`src/rtl/ncc_pkg.sv`:
```
// Shared types and constants of the nearest centroid classifier.
`timescale 1ns / 1ps

package ncc_pkg;

    localparam int BAND_COUNT  = 4;
    localparam int LABEL_LIMIT = 16;
    localparam int LABEL_W     = 5;
    localparam int CLUSTER_W   = 4;
    localparam int BAND_W      = 2;
    localparam int CFG_INDEX_W = 4;
    localparam int CFG_DATA_W  = 8;

    localparam logic OP_LOAD     = 1'b0;
    localparam logic OP_CLASSIFY = 1'b1;

    localparam logic [CFG_INDEX_W-1:0] CFG_ACTIVE_CLUSTERS = 4'd0;
    localparam logic [CFG_INDEX_W-1:0] CFG_FEATURE_COUNT   = 4'd1;

    typedef enum logic [2:0] {
        ST_IDLE,
        ST_LOAD,
        ST_RUN,
        ST_FLUSH,
        ST_PUSH
    } state_t;

    typedef struct packed {
        logic                 valid;
        logic                 first;
        logic                 last;
        logic                 final_step;
        logic [CLUSTER_W-1:0] cluster;
        logic [BAND_W-1:0]    band;
    } step_tag_t;

endpackage

```
`src/rtl/nearest_centroid_classifier.sv`:
```
// Nearest centroid classifier top level: sequencer, config registers, output register.
// Load word: then one feature written per cycle, min(4, MAX_FEATURES) features; next word accepted back in idle.
// Classify word: m_tvalid rises when the label is pushed, and the next word is accepted after that
// push; the pace is set by the single distance unit stepping one feature of one centre per cycle,
// s_tready low meanwhile and longer while a label held by m_tready blocks the push.
// Synchronous active-low reset: active_clusters = 1, feature_count = 4, centre store not cleared.
`timescale 1ns / 1ps

module nearest_centroid_classifier
    import ncc_pkg::*;
#(
    parameter int MAX_CLUSTERS = 16,
    parameter int MAX_FEATURES = 4,
    parameter int SAMPLE_BITS  = 16
) (
    input  logic                   aclk,
    input  logic                   aresetn,
    input  logic                   s_tvalid,
    output logic                   s_tready,
    input  logic [71:0]            s_tdata,   // centre_slot[3:0], band_0..band_3 (16 each), pad
    input  logic [0:0]             s_tuser,   // operation
    output logic                   m_tvalid,
    input  logic                   m_tready,
    output logic [7:0]             m_tdata,   // class_label[4:0], pad
    input  logic                   cfg_valid,
    output logic                   cfg_ready,
    input  logic [CFG_INDEX_W-1:0] cfg_index,
    input  logic [CFG_DATA_W-1:0]  cfg_data
);

    localparam int DEPTH = MAX_CLUSTERS * MAX_FEATURES;
    localparam int AW    = $clog2(DEPTH);
    localparam int CLUSTER_LIMIT = (MAX_CLUSTERS < LABEL_LIMIT) ? MAX_CLUSTERS : LABEL_LIMIT;
    localparam int FEATURE_LIMIT = (MAX_FEATURES < BAND_COUNT) ? MAX_FEATURES : BAND_COUNT;

    state_t state_reg, state_next;

    logic [4:0]             active_clusters_reg;
    logic [2:0]             feature_count_reg;
    logic [CLUSTER_W-1:0]   slot_reg;
    logic [SAMPLE_BITS-1:0] band_reg [BAND_COUNT];
    logic [CLUSTER_W-1:0]   k_reg, k_next;
    logic [BAND_W-1:0]      j_reg, j_next;
    logic                   m_tvalid_reg;
    logic [LABEL_W-1:0]     label_reg;

    logic [4:0]                        nc_eff;
    logic [2:0]                        nf_eff;
    logic [CLUSTER_W-1:0]              nc_last;
    logic [BAND_W-1:0]                 nf_last;
    logic                              s_accept, out_free;
    logic                              store_we, slot_ok;
    logic [AW-1:0]                     store_waddr, store_raddr;
    logic [SAMPLE_BITS-1:0]            store_rdata;
    logic [BAND_COUNT*SAMPLE_BITS-1:0] sample_flat;
    step_tag_t                         issue_tag;
    logic [CLUSTER_W-1:0]              best_cluster;
    logic                              dist_done;

    assign s_accept = s_tvalid && s_tready;
    assign out_free = !m_tvalid_reg || m_tready;
    assign slot_ok  = int'(slot_reg) < MAX_CLUSTERS;

    always_comb begin
        nc_eff = active_clusters_reg;
        if (nc_eff == 5'd0) begin
            nc_eff = 5'd1;
        end else if (nc_eff > 5'(CLUSTER_LIMIT)) begin
            nc_eff = 5'(CLUSTER_LIMIT);
        end
        nf_eff = feature_count_reg;
        if (nf_eff == 3'd0) begin
            nf_eff = 3'd1;
        end else if (nf_eff > 3'(FEATURE_LIMIT)) begin
            nf_eff = 3'(FEATURE_LIMIT);
        end
        nc_last = CLUSTER_W'(nc_eff - 5'd1);
        nf_last = BAND_W'(nf_eff - 3'd1);
    end

    always_comb begin
        for (int i = 0; i < BAND_COUNT; i++) begin
            sample_flat[i*SAMPLE_BITS +: SAMPLE_BITS] = band_reg[i];
        end
    end

    // next state
    always_comb begin
        state_next = state_reg;
        case (state_reg)
            ST_IDLE: begin
                if (s_accept) begin
                    state_next = (s_tuser[0] == OP_CLASSIFY) ? ST_RUN : ST_LOAD;
                end
            end
            ST_LOAD: begin
                if (int'(j_reg) == FEATURE_LIMIT - 1) begin
                    state_next = ST_IDLE;
                end
            end
            ST_RUN: begin
                if (j_reg == nf_last && k_reg == nc_last) begin
                    state_next = ST_FLUSH;
                end
            end
            ST_FLUSH: begin
                if (dist_done) begin
                    state_next = ST_PUSH;
                end
            end
            ST_PUSH: begin
                if (out_free) begin
                    state_next = ST_IDLE;
                end
            end
            default: state_next = ST_IDLE;
        endcase
    end

    // outputs and counters
    always_comb begin
        s_tready  = 1'b0;
        store_we  = 1'b0;
        issue_tag = '0;
        k_next    = k_reg;
        j_next    = j_reg;
        case (state_reg)
            ST_IDLE: begin
                s_tready = 1'b1;
                k_next   = '0;
                j_next   = '0;
            end
            ST_LOAD: begin
                store_we = slot_ok;
                j_next   = j_reg + BAND_W'(1);
            end
            ST_RUN: begin
                issue_tag.valid      = 1'b1;
                issue_tag.first      = (j_reg == '0);
                issue_tag.last       = (j_reg == nf_last);
                issue_tag.final_step = (j_reg == nf_last) && (k_reg == nc_last);
                issue_tag.cluster    = k_reg;
                issue_tag.band       = j_reg;
                if (j_reg == nf_last) begin
                    j_next = '0;
                    k_next = k_reg + CLUSTER_W'(1);
                end else begin
                    j_next = j_reg + BAND_W'(1);
                end
            end
            ST_FLUSH: begin
            end
            ST_PUSH: begin
            end
            default: begin
            end
        endcase
    end

    assign store_waddr = AW'(int'(slot_reg) * MAX_FEATURES + int'(j_reg));
    assign store_raddr = AW'(int'(k_reg) * MAX_FEATURES + int'(j_reg));

    always_ff @(posedge aclk) begin
        if (!aresetn) begin
            state_reg           <= ST_IDLE;
            active_clusters_reg <= 5'd1;
            feature_count_reg   <= 3'd4;
            m_tvalid_reg        <= 1'b0;
            k_reg               <= '0;
            j_reg               <= '0;
        end else begin
            state_reg <= state_next;
            k_reg     <= k_next;
            j_reg     <= j_next;
            if (cfg_valid && cfg_ready) begin
                if (cfg_index == CFG_ACTIVE_CLUSTERS) begin
                    active_clusters_reg <= cfg_data[4:0];
                end else if (cfg_index == CFG_FEATURE_COUNT) begin
                    feature_count_reg <= cfg_data[2:0];
                end
            end
            if (state_reg == ST_PUSH && out_free) begin
                m_tvalid_reg <= 1'b1;
            end else if (m_tready) begin
                m_tvalid_reg <= 1'b0;
            end
        end
    end

    always_ff @(posedge aclk) begin
        if (s_accept) begin
            slot_reg <= s_tdata[3:0];
            for (int i = 0; i < BAND_COUNT; i++) begin
                band_reg[i] <= s_tdata[4 + 16*i +: SAMPLE_BITS];
            end
        end
        if (state_reg == ST_PUSH && out_free) begin
            label_reg <= LABEL_W'(best_cluster) + LABEL_W'(1);
        end
    end

    ncc_centre_store #(
        .DEPTH (DEPTH),
        .WIDTH (SAMPLE_BITS)
    ) u_store (
        .aclk  (aclk),
        .we    (store_we),
        .waddr (store_waddr),
        .wdata (band_reg[j_reg]),
        .raddr (store_raddr),
        .rdata (store_rdata)
    );

    ncc_dist_unit #(
        .SAMPLE_BITS (SAMPLE_BITS)
    ) u_dist (
        .aclk         (aclk),
        .aresetn      (aresetn),
        .issue_tag    (issue_tag),
        .centre_data  (store_rdata),
        .sample       (sample_flat),
        .best_cluster (best_cluster),
        .done         (dist_done)
    );

    assign cfg_ready = 1'b1;
    assign m_tvalid  = m_tvalid_reg;
    assign m_tdata   = {3'b000, label_reg};

`ifndef NO_ASSERTIONS
    a_done_in_flush: assert property (@(posedge aclk) disable iff (!aresetn)
        dist_done |-> state_reg == ST_FLUSH)
        else $error("distance unit finished outside flush");

    a_write_only_in_load: assert property (@(posedge aclk) disable iff (!aresetn)
        store_we |-> state_reg == ST_LOAD)
        else $error("centre store written outside a load");

    a_label_range: assert property (@(posedge aclk) disable iff (!aresetn)
        $rose(m_tvalid_reg) |-> (label_reg >= 5'd1) && (label_reg <= 5'(CLUSTER_LIMIT)))
        else $error("class label out of range");
`endif

endmodule

```
`src/rtl/ncc_centre_store.sv`:
```
// Centre store: one write port, one registered read port.
`timescale 1ns / 1ps

module ncc_centre_store #(
    parameter int DEPTH = 64,
    parameter int WIDTH = 16
) (
    input  logic                     aclk,
    input  logic                     we,
    input  logic [$clog2(DEPTH)-1:0] waddr,
    input  logic [WIDTH-1:0]         wdata,
    input  logic [$clog2(DEPTH)-1:0] raddr,
    output logic [WIDTH-1:0]         rdata
);

    logic [WIDTH-1:0] mem [DEPTH];
    logic [WIDTH-1:0] rdata_reg;

    always_ff @(posedge aclk) begin
        if (we) begin
            mem[waddr] <= wdata;
        end
    end

    always_ff @(posedge aclk) begin
        rdata_reg <= mem[raddr];
    end

    assign rdata = rdata_reg;

endmodule

```
`src/rtl/ncc_dist_unit.sv`:
```
// Shared distance unit: absolute difference, square, accumulate, and best-centre compare.
`timescale 1ns / 1ps

module ncc_dist_unit
    import ncc_pkg::*;
#(
    parameter int SAMPLE_BITS = 16
) (
    input  logic                              aclk,
    input  logic                              aresetn,
    input  step_tag_t                         issue_tag,
    input  logic [SAMPLE_BITS-1:0]            centre_data,
    input  logic [BAND_COUNT*SAMPLE_BITS-1:0] sample,
    output logic [CLUSTER_W-1:0]              best_cluster,
    output logic                              done
);

    localparam int SQ_W  = 2 * SAMPLE_BITS;
    localparam int ACC_W = SQ_W + 2;

    step_tag_t              tag1_reg, tag2_reg;
    logic [SQ_W-1:0]        sq_reg, sq_next;
    logic [ACC_W-1:0]       acc_reg, total;
    logic [ACC_W-1:0]       best_reg;
    logic [CLUSTER_W-1:0]   best_cluster_reg;
    logic                   done_reg;
    logic [SAMPLE_BITS-1:0] band_value, diff;
    logic                   take_best;

    always_comb begin
        band_value = sample[tag1_reg.band * SAMPLE_BITS +: SAMPLE_BITS];
        diff = (band_value >= centre_data) ? band_value - centre_data
                                           : centre_data - band_value;
        sq_next = SQ_W'(diff) * SQ_W'(diff);
    end

    always_comb begin
        total = tag2_reg.first ? ACC_W'(sq_reg) : acc_reg + ACC_W'(sq_reg);
        take_best = tag2_reg.valid && tag2_reg.last &&
                    ((tag2_reg.cluster == '0) || (total < best_reg));
    end

    always_ff @(posedge aclk) begin
        if (!aresetn) begin
            tag1_reg <= '0;
            tag2_reg <= '0;
            done_reg <= 1'b0;
        end else begin
            tag1_reg <= issue_tag;
            tag2_reg <= tag1_reg;
            done_reg <= tag2_reg.valid && tag2_reg.final_step;
        end
    end

    always_ff @(posedge aclk) begin
        sq_reg <= sq_next;
        if (tag2_reg.valid) begin
            acc_reg <= total;
        end
        if (take_best) begin
            best_reg         <= total;
            best_cluster_reg <= tag2_reg.cluster;
        end
    end

    assign best_cluster = best_cluster_reg;
    assign done         = done_reg;

`ifndef NO_ASSERTIONS
    a_final_is_last: assert property (@(posedge aclk) disable iff (!aresetn)
        tag2_reg.valid && tag2_reg.final_step |-> tag2_reg.last)
        else $error("final step of a sample is not the last band of a centre");

    a_done_follows_final: assert property (@(posedge aclk) disable iff (!aresetn)
        done_reg |-> $past(tag2_reg.valid) && $past(tag2_reg.final_step))
        else $error("done raised without a final step");

    a_best_captured: assert property (@(posedge aclk) disable iff (!aresetn)
        take_best |=> best_cluster_reg == $past(tag2_reg.cluster))
        else $error("best centre not captured");
`endif

endmodule
```
`config.mk`:
```
export PLATFORM = sky130hd
export DESIGN_NAME = nearest_centroid_classifier
export DESIGN_NICKNAME = d
export VERILOG_FILES = /design/src/rtl/ncc_pkg.sv /design/src/rtl/nearest_centroid_classifier.sv /design/src/rtl/ncc_centre_store.sv /design/src/rtl/ncc_dist_unit.sv
export SDC_FILE = /design/constraint.sdc
export NUM_CORES = 2
export LEC_CHECK = 0
export BUFFER_PORTS_ARGS = -buffer_cell sky130_fd_sc_hd__buf_2
export CAP_MARGIN = 15
export CELL_PAD_IN_SITES_DETAIL_PLACEMENT = 0
export CELL_PAD_IN_SITES_GLOBAL_PLACEMENT = 1
export CORE_AREA = 2 2 355 357
export CTS_BUF_LIST = sky130_fd_sc_hd__clkbuf_2 sky130_fd_sc_hd__clkbuf_4 sky130_fd_sc_hd__clkbuf_8
export CTS_CLUSTER_SIZE = 16
export DETAILED_ROUTE_END_ITERATION = 10
export DIE_AREA = 0 0 357 359
export GPL_ROUTABILITY_DRIVEN = 0
export PLACE_DENSITY = 0.68
export SYNTH_ARGS = -nofsm -noshare
export SYNTH_HDL_FRONTEND = slang
export SYNTH_HIERARCHICAL = 1
export SYNTH_SLANG_ARGS = --single-unit
```
`constraint.sdc`:
```
create_clock -name aclk -period 13.15 [get_ports aclk]
set_clock_uncertainty 0.1 [all_clocks]
set_input_delay 1.315 -clock aclk [delete_from_list [all_inputs] [get_ports aclk]]
set_output_delay 1.315 -clock aclk [all_outputs]
set_load 0.02 [all_outputs]
```
* Word level (Yosys, flattened, before mapping)
Memories as Yosys holds them, arrays and structs flattened. A register that Yosys moved wholly into a read port is not among the register bits.
Cells that the tools add are included.
** Cells by class
- Add/sub/neg operators :: 10
- Multiply operators :: 1
- Div/mod/pow operators :: 0
- Magnitude comparators :: 4
- Equality and inequality tests :: 14
- Shift operators :: 1
- Mux-type cells :: 28
- Bitwise gates (word level) :: 1
- Reductions and logical operators :: 23
** Operators with widths (count)
- $shiftx 64x7->16 :: 1
- $add 34x32->34 :: 1
- $lt 34x34->1 :: 1
- $mux 34 :: 1
- $mul 16x16->32 :: 1
- $sub 16x16->16 :: 2
- $ge 16x16->1 :: 1
- $mux 16 :: 1
- $mux 3 :: 5
- $pmux 3 s5 :: 1
- $add 6x2->6 :: 2
- $mux 2 :: 6
- $mux 4 :: 3
- $mux 10 :: 1
- $ne 2x2->1 const B :: 5
- $logic_not 4->1 :: 2
- $mux 1 :: 8
- $pmux 4 s2 :: 1
- $eq 3x2->1 const B :: 2
- $logic_and 1x1->1 :: 6
- $logic_not 3->1 :: 2
- $pmux 2 s3 :: 1
- $reduce_and 2->1 :: 3
- $add 4x1->5 const B :: 1
- 22 further kinds :: 24
** Word-level totals
- Register bits after elaboration :: 150
- Latch bits :: 0
- RAM bits :: 1088
- Memory bits (read-only) :: 0
- Input port bits :: 90
- Word-level logic and storage cells :: 108
- Memories kept :: 2
** Memory list
- u_store.mem :: depth 64, width 16, rd ports 1, clocked after Yosys merged registers in 1, write ports 1, RTL line ncc_centre_store.sv:16 : logic [WIDTH-1:0] mem [DEPTH];
- band_reg :: depth 4, width 16, rd ports 5, clocked after Yosys merged registers in 1, write ports 4, RTL line nearest_centroid_classifier.sv:41 : logic [SAMPLE_BITS-1:0] band_reg [BAND_COUNT];

* Depth between registers and ports, before layout
- Depth in word-level cells :: 9
- Depth in mapped cells :: 39
- Mapped depth without buffers :: 36

* By module
The synthesis kept the hierarchy.
** By module, submodules not included
- ncc_centre_store :: instances 1, cells an instance 1829, area each 40042.2 sq um, sequential area each 31069.8 sq um
- ncc_dist_unit :: instances 1, cells an instance 1617, area each 15288.4 sq um, sequential area each 3163.0 sq um
- nearest_centroid_classifier :: instances 1, cells an instance 239, area each 3837.4 sq um, sequential area each 2592.5 sq um

* Worst setup path after synthesis
No wires, ideal clock.
- Kind :: reg-to-reg
- From :: register u_dist/tag1_reg[0] (netlist bit)
- To :: register u_dist.sq_reg[26]
- Library setup time :: 0.072 ns
- Arrival time :: 9.695 ns
- Required time :: 12.978 ns
- Slack :: 3.283 ns
- Cell stages (with the launch flop) :: 36
- Buffers on the path :: 3
- Path through :: dfxtp_1 > clkbuf_1 > buf_1 > mux4_2 > ha_1 > buf_6 > a21oi_2 > a211oi_2 > nor3_4 > a211o_2 > nand2_4 > mux2_1 > o211a_1 > nor3_2 > nor3_1 > fa_1 > inv_1 > fa_1 > inv_1 > fa_1 > inv_1 > fa_1 > inv_1 > fa_1 > inv_1 > fa_1 > inv_1 > ha_1 > a211oi_1 > o21bai_1 > a2111oi_0 > nor2_1 > a221o_1 > a211o_1 > a21oi_1 > xnor2_1
** Between the ends
- Cells in the longest elaborated chain, start to end :: 4
- Elaborated cells between the ends (all ways) :: 6
** Ends and longest elaborated chain
- start, declared :: RTL line ncc_dist_unit.sv:21 : step_tag_t tag1_reg, tag2_reg;
- start signal, assigned :: RTL line ncc_dist_unit.sv:49 : tag1_reg <= issue_tag;
- $shiftx 64x7->16 (*) :: RTL line ncc_dist_unit.sv:31 : band_value = sample[tag1_reg.band * SAMPLE_BITS +: SAMPLE_BITS];
- $sub 16x16->16, or another cell as far along :: RTL line ncc_dist_unit.sv:33 : : centre_data - band_value;
- $mux 16 (*) :: RTL line ncc_dist_unit.sv:32 : diff = (band_value >= centre_data) ? band_value - centre_data
- $mul 16x16->32 (*) :: RTL line ncc_dist_unit.sv:34 : sq_next = SQ_W'(diff) * SQ_W'(diff);
- net u_dist.sq_next[26] :: RTL line ncc_dist_unit.sv:22 : logic [SQ_W-1:0] sq_reg, sq_next;
- end signal, assigned :: RTL line ncc_dist_unit.sv:56 : sq_reg <= sq_next;
- end, declared :: RTL line ncc_dist_unit.sv:22
Mark *: on every way through the listed nets, which the timed path passes. The rest lies on a longest branch.
A chain may end at the register's enable or synchronous reset.

* Worst setup path after layout
Ends and elaborated chain as after synthesis.

==> qor.txt <==
critical path arrival: 12.02 ns
crit end category: flop
Slew headroom: 26.8%
Placed Instance Area: 61600 um^2
min-delay src: u_dist/tag1_reg[9]
Slowest-stage cell, CP: dfxtp_1
clock-pin slew on the worst setup and hold paths: 0.06 ns
Reg2Reg Depth: 35
Die Y: 359 um
hold_buf cts: 0
Setup Buffers After CTS: 0
max-cap check violation count: 0
grt total ovfl: 0
DR vias: 31900
Hold Crit Depth: 1
core area: 125000 um^2
Port Buf Inserts: 89
Slew @ Worst Pin: 1.10 ns
CP Max Fanout: 24
Inserted Clock Buffers: 200
share of layout cells above drive strength 1: 21.7%
asr flop ratio synth: 0%
initial antenna violation count: 8
Starting Density: 47.5%
die width: 357 um
final wirelength: 140000 um
cell area after layout: 65700 um^2
final critical-path share of the clock period: 85.8%
syn avg cell area: 16.1 um^2
DR vias/cell: 5.55
Finish-stage setup viols: 0
FF+latch count, synth: 1255
PostCTS Resize Cnt: 0
Num Clock Sinks: 1255
pin count of the biggest net entering global routing: 125
Inst Count DP: 5379
Post-Syn Area: 59200 um^2
CTS max path bufs: 3
critical setup path kind: flop to flop
Root Driver: clkbuf_8
Synthesis Warnings: 6
I/O pin cnt: 101
Final nets: 4385
post-synthesis sequential area ratio: 62.2%
non-filler cells, final: 5755
Final ANT Viol Nets: 0
vias in the first global route: 33000
htree depth: 4
unrepaired setup endpoints after global routing: false
Post-synth EDFFs: 1169
die footprint: 128000 um^2
CP required: 13.89 ns
Clock Latency Late Sink: 0.91 ns
DRC viols: 0
Critical R2R Launch: u_dist/tag1_reg[0]
Hold Vio Cnt, Final: 0
pre-CTS WS: 1.82 ns
Syn Inst Count: 3685
Unique masters post-synth: 100
First DRT Iteration DRCs: 2580
CTS tree: done
setup slack, reg-to-reg: 1.87 ns
Final WS setup: 1.87 ns
maximum clock frequency: 88.6 MHz
first-pass GRT wire length: 209000 um
Worst setup SP type: flop
max reg flops: 1024
reg2reg end: u_dist/sq_reg[26]
DPL Wire Length: 88900 um
total track usage: 22.1%
setup TNS: 0 ns
routed length per instance: 24.3 um
Hold WC Path Type: flop to flop
Pre-antenna DRT Iters: 5
Slew Limit Fails: 0
area delta synth->final: 11.1%
Critical Path Max Stage Delay: 0.94 ns
Top FF cell, synth: edfxtp_1
Rows: 130
Tmin final: 11.28 ns
Worst Hold End: u_dist/tag2_reg[9]
status: finished, final reports clean
-- area by class of cell --
| cell class | instances | area (um^2) |
|---|---|---|
| fill | 10300 | 58900 |
| sequential | 1255 | 36800 |
| multi-input combinational | 1951 | 20100 |
| clock buffer | 276 | 3390 |
| tap | 1650 | 2060 |
| timing repair buffer | 210 | 1380 |
| inverter | 314 | 1180 |
| clock inverter | 93 | 719 |
| antenna | 6 | 15.0 |
-- synthesized netlist by cell type, types with 9 or more instances --
master,n,share of area (%)
a211oi_1,21,0.27
a211o_1,12,0.18
o21ai_0,74,0.63
ha_1,199,4.2
inv_2,9,0.057
buf_4,23,0.29
o21ai_1,12,0.10
xor2_1,28,0.41
nor3_1,30,0.25
clkbuf_1,48,0.30
a31oi_1,16,0.17
nor2_1,165,1.0
nor2b_1,43,0.45
mux2_2,29,0.55
mux2i_1,97,1.6
edfxtp_1,1169,59
and3_1,19,0.20
a21o_1,58,0.74
nand4_1,25,0.26
nand3_1,51,0.43
buf_2,54,0.46
mux4_2,252,9.6
fa_1,164,5.5
o21a_1,15,0.19
dfxtp_1,86,2.9
a221oi_1,22,0.33
and4_1,9,0.13
xnor2_1,47,0.70
and2_1,32,0.34
nand2_1,204,1.3
a22oi_1,41,0.52
a21oi_1,95,0.80
nand2b_1,18,0.19
o21bai_1,11,0.14
a221o_1,9,0.15
a311oi_1,10,0.15
inv_1,304,1.9
buf_6,22,0.42
-- layer usage --
metal  global-route usage, %  vias up  part of all wire [%]
met3                    3.31      181                   4.5
met1                    29.8    16500                    42
li1                        -    14500                     -
met2                    37.2      750                    51
met4                    6.38        0                   2.3
met5                       0        -                     0
-- worst max-delay path by stage --
stage	from	to	slack, ns	cells past startpoint
6_report	u_dist/tag1_reg[0]	u_dist/sq_reg[26]	1.87	35
5_1_grt	u_dist/tag1_reg[0]	u_dist/sq_reg[26]	1.21	32
4_1_cts	u_dist/tag1_reg[0]	u_dist/sq_reg[26]	1.77	35
3_5_place_dp	u_dist/tag1_reg[0]	u_dist/sq_reg[26]	1.82	35
3_3_place_gp	u_dist/tag1_reg[0]	u_dist/sq_reg[26]	1.91	32
2_1_floorplan	u_dist/tag1_reg[0]	u_dist/sq_reg[26]	3.28	35
-- per-stage QoR --
stage | hold slack, ns | util, %
CTS | 0.319 | 52.7
global route | 0.339 | 52.7
finish | 0.322 | 52.7
global placement | 0.312 | 49.4
floorplan | 0.300 | -
detailed placement | 0.309 | 49.4
-- worst max-delay path, delay by kind of cell (launching register included) --
family,cells,cell delay (ns)
and+or+nand+nor,7,1.55
muxes,2,0.95
AOI/OAI and AO/OA,8,2.87
xor gates and xnor gates,2,0.26
adders and majority gates,8,3.50
buffers and inverters,8,1.03
DFF,1,0.94
-- cells by family after synthesis --
family,Yosys count,share of synthesized area [%]
and+or+nand+nor,650,5.37
buffers and inverters,481,3.81
muxes,389,12.1
other,2,0.0127
DFF,1255,62.2
AOI/OAI and AO/OA,465,5.43
adders and majority gates,363,9.76
xor gates and xnor gates,80,1.27
-- cells in the final DEF (no fill, tap or decap), types with 19 or more instances in the layout --
cell,synthesis,final
mux2_2,29,29
a21oi_1,95,94
mux2i_1,97,97
and3_1,19,19
inv_1,304,304
nor2_1,165,165
mux4_2,252,252
xnor2_1,47,47
nand2_1,204,204
o21ai_0,74,74
nand4_1,25,25
buf_2,54,89
clkbuf_4,1,66
clkinv_2,0,37
a22oi_1,41,41
clkbuf_8,0,210
ha_1,199,199
xor2_1,28,28
nor3_1,30,28
buf_4,23,118
clkinv_1,1,38
nor2b_1,43,42
dfxtp_1,86,80
and2_1,32,31
a21o_1,58,58
edfxtp_1,1169,1169
a211oi_1,21,21
a221oi_1,22,22
nand3_1,51,51
fa_1,164,164
Power is not shown: default switching activity piles up to over one toggle a cycle in this logic, so the estimate is an artifact.
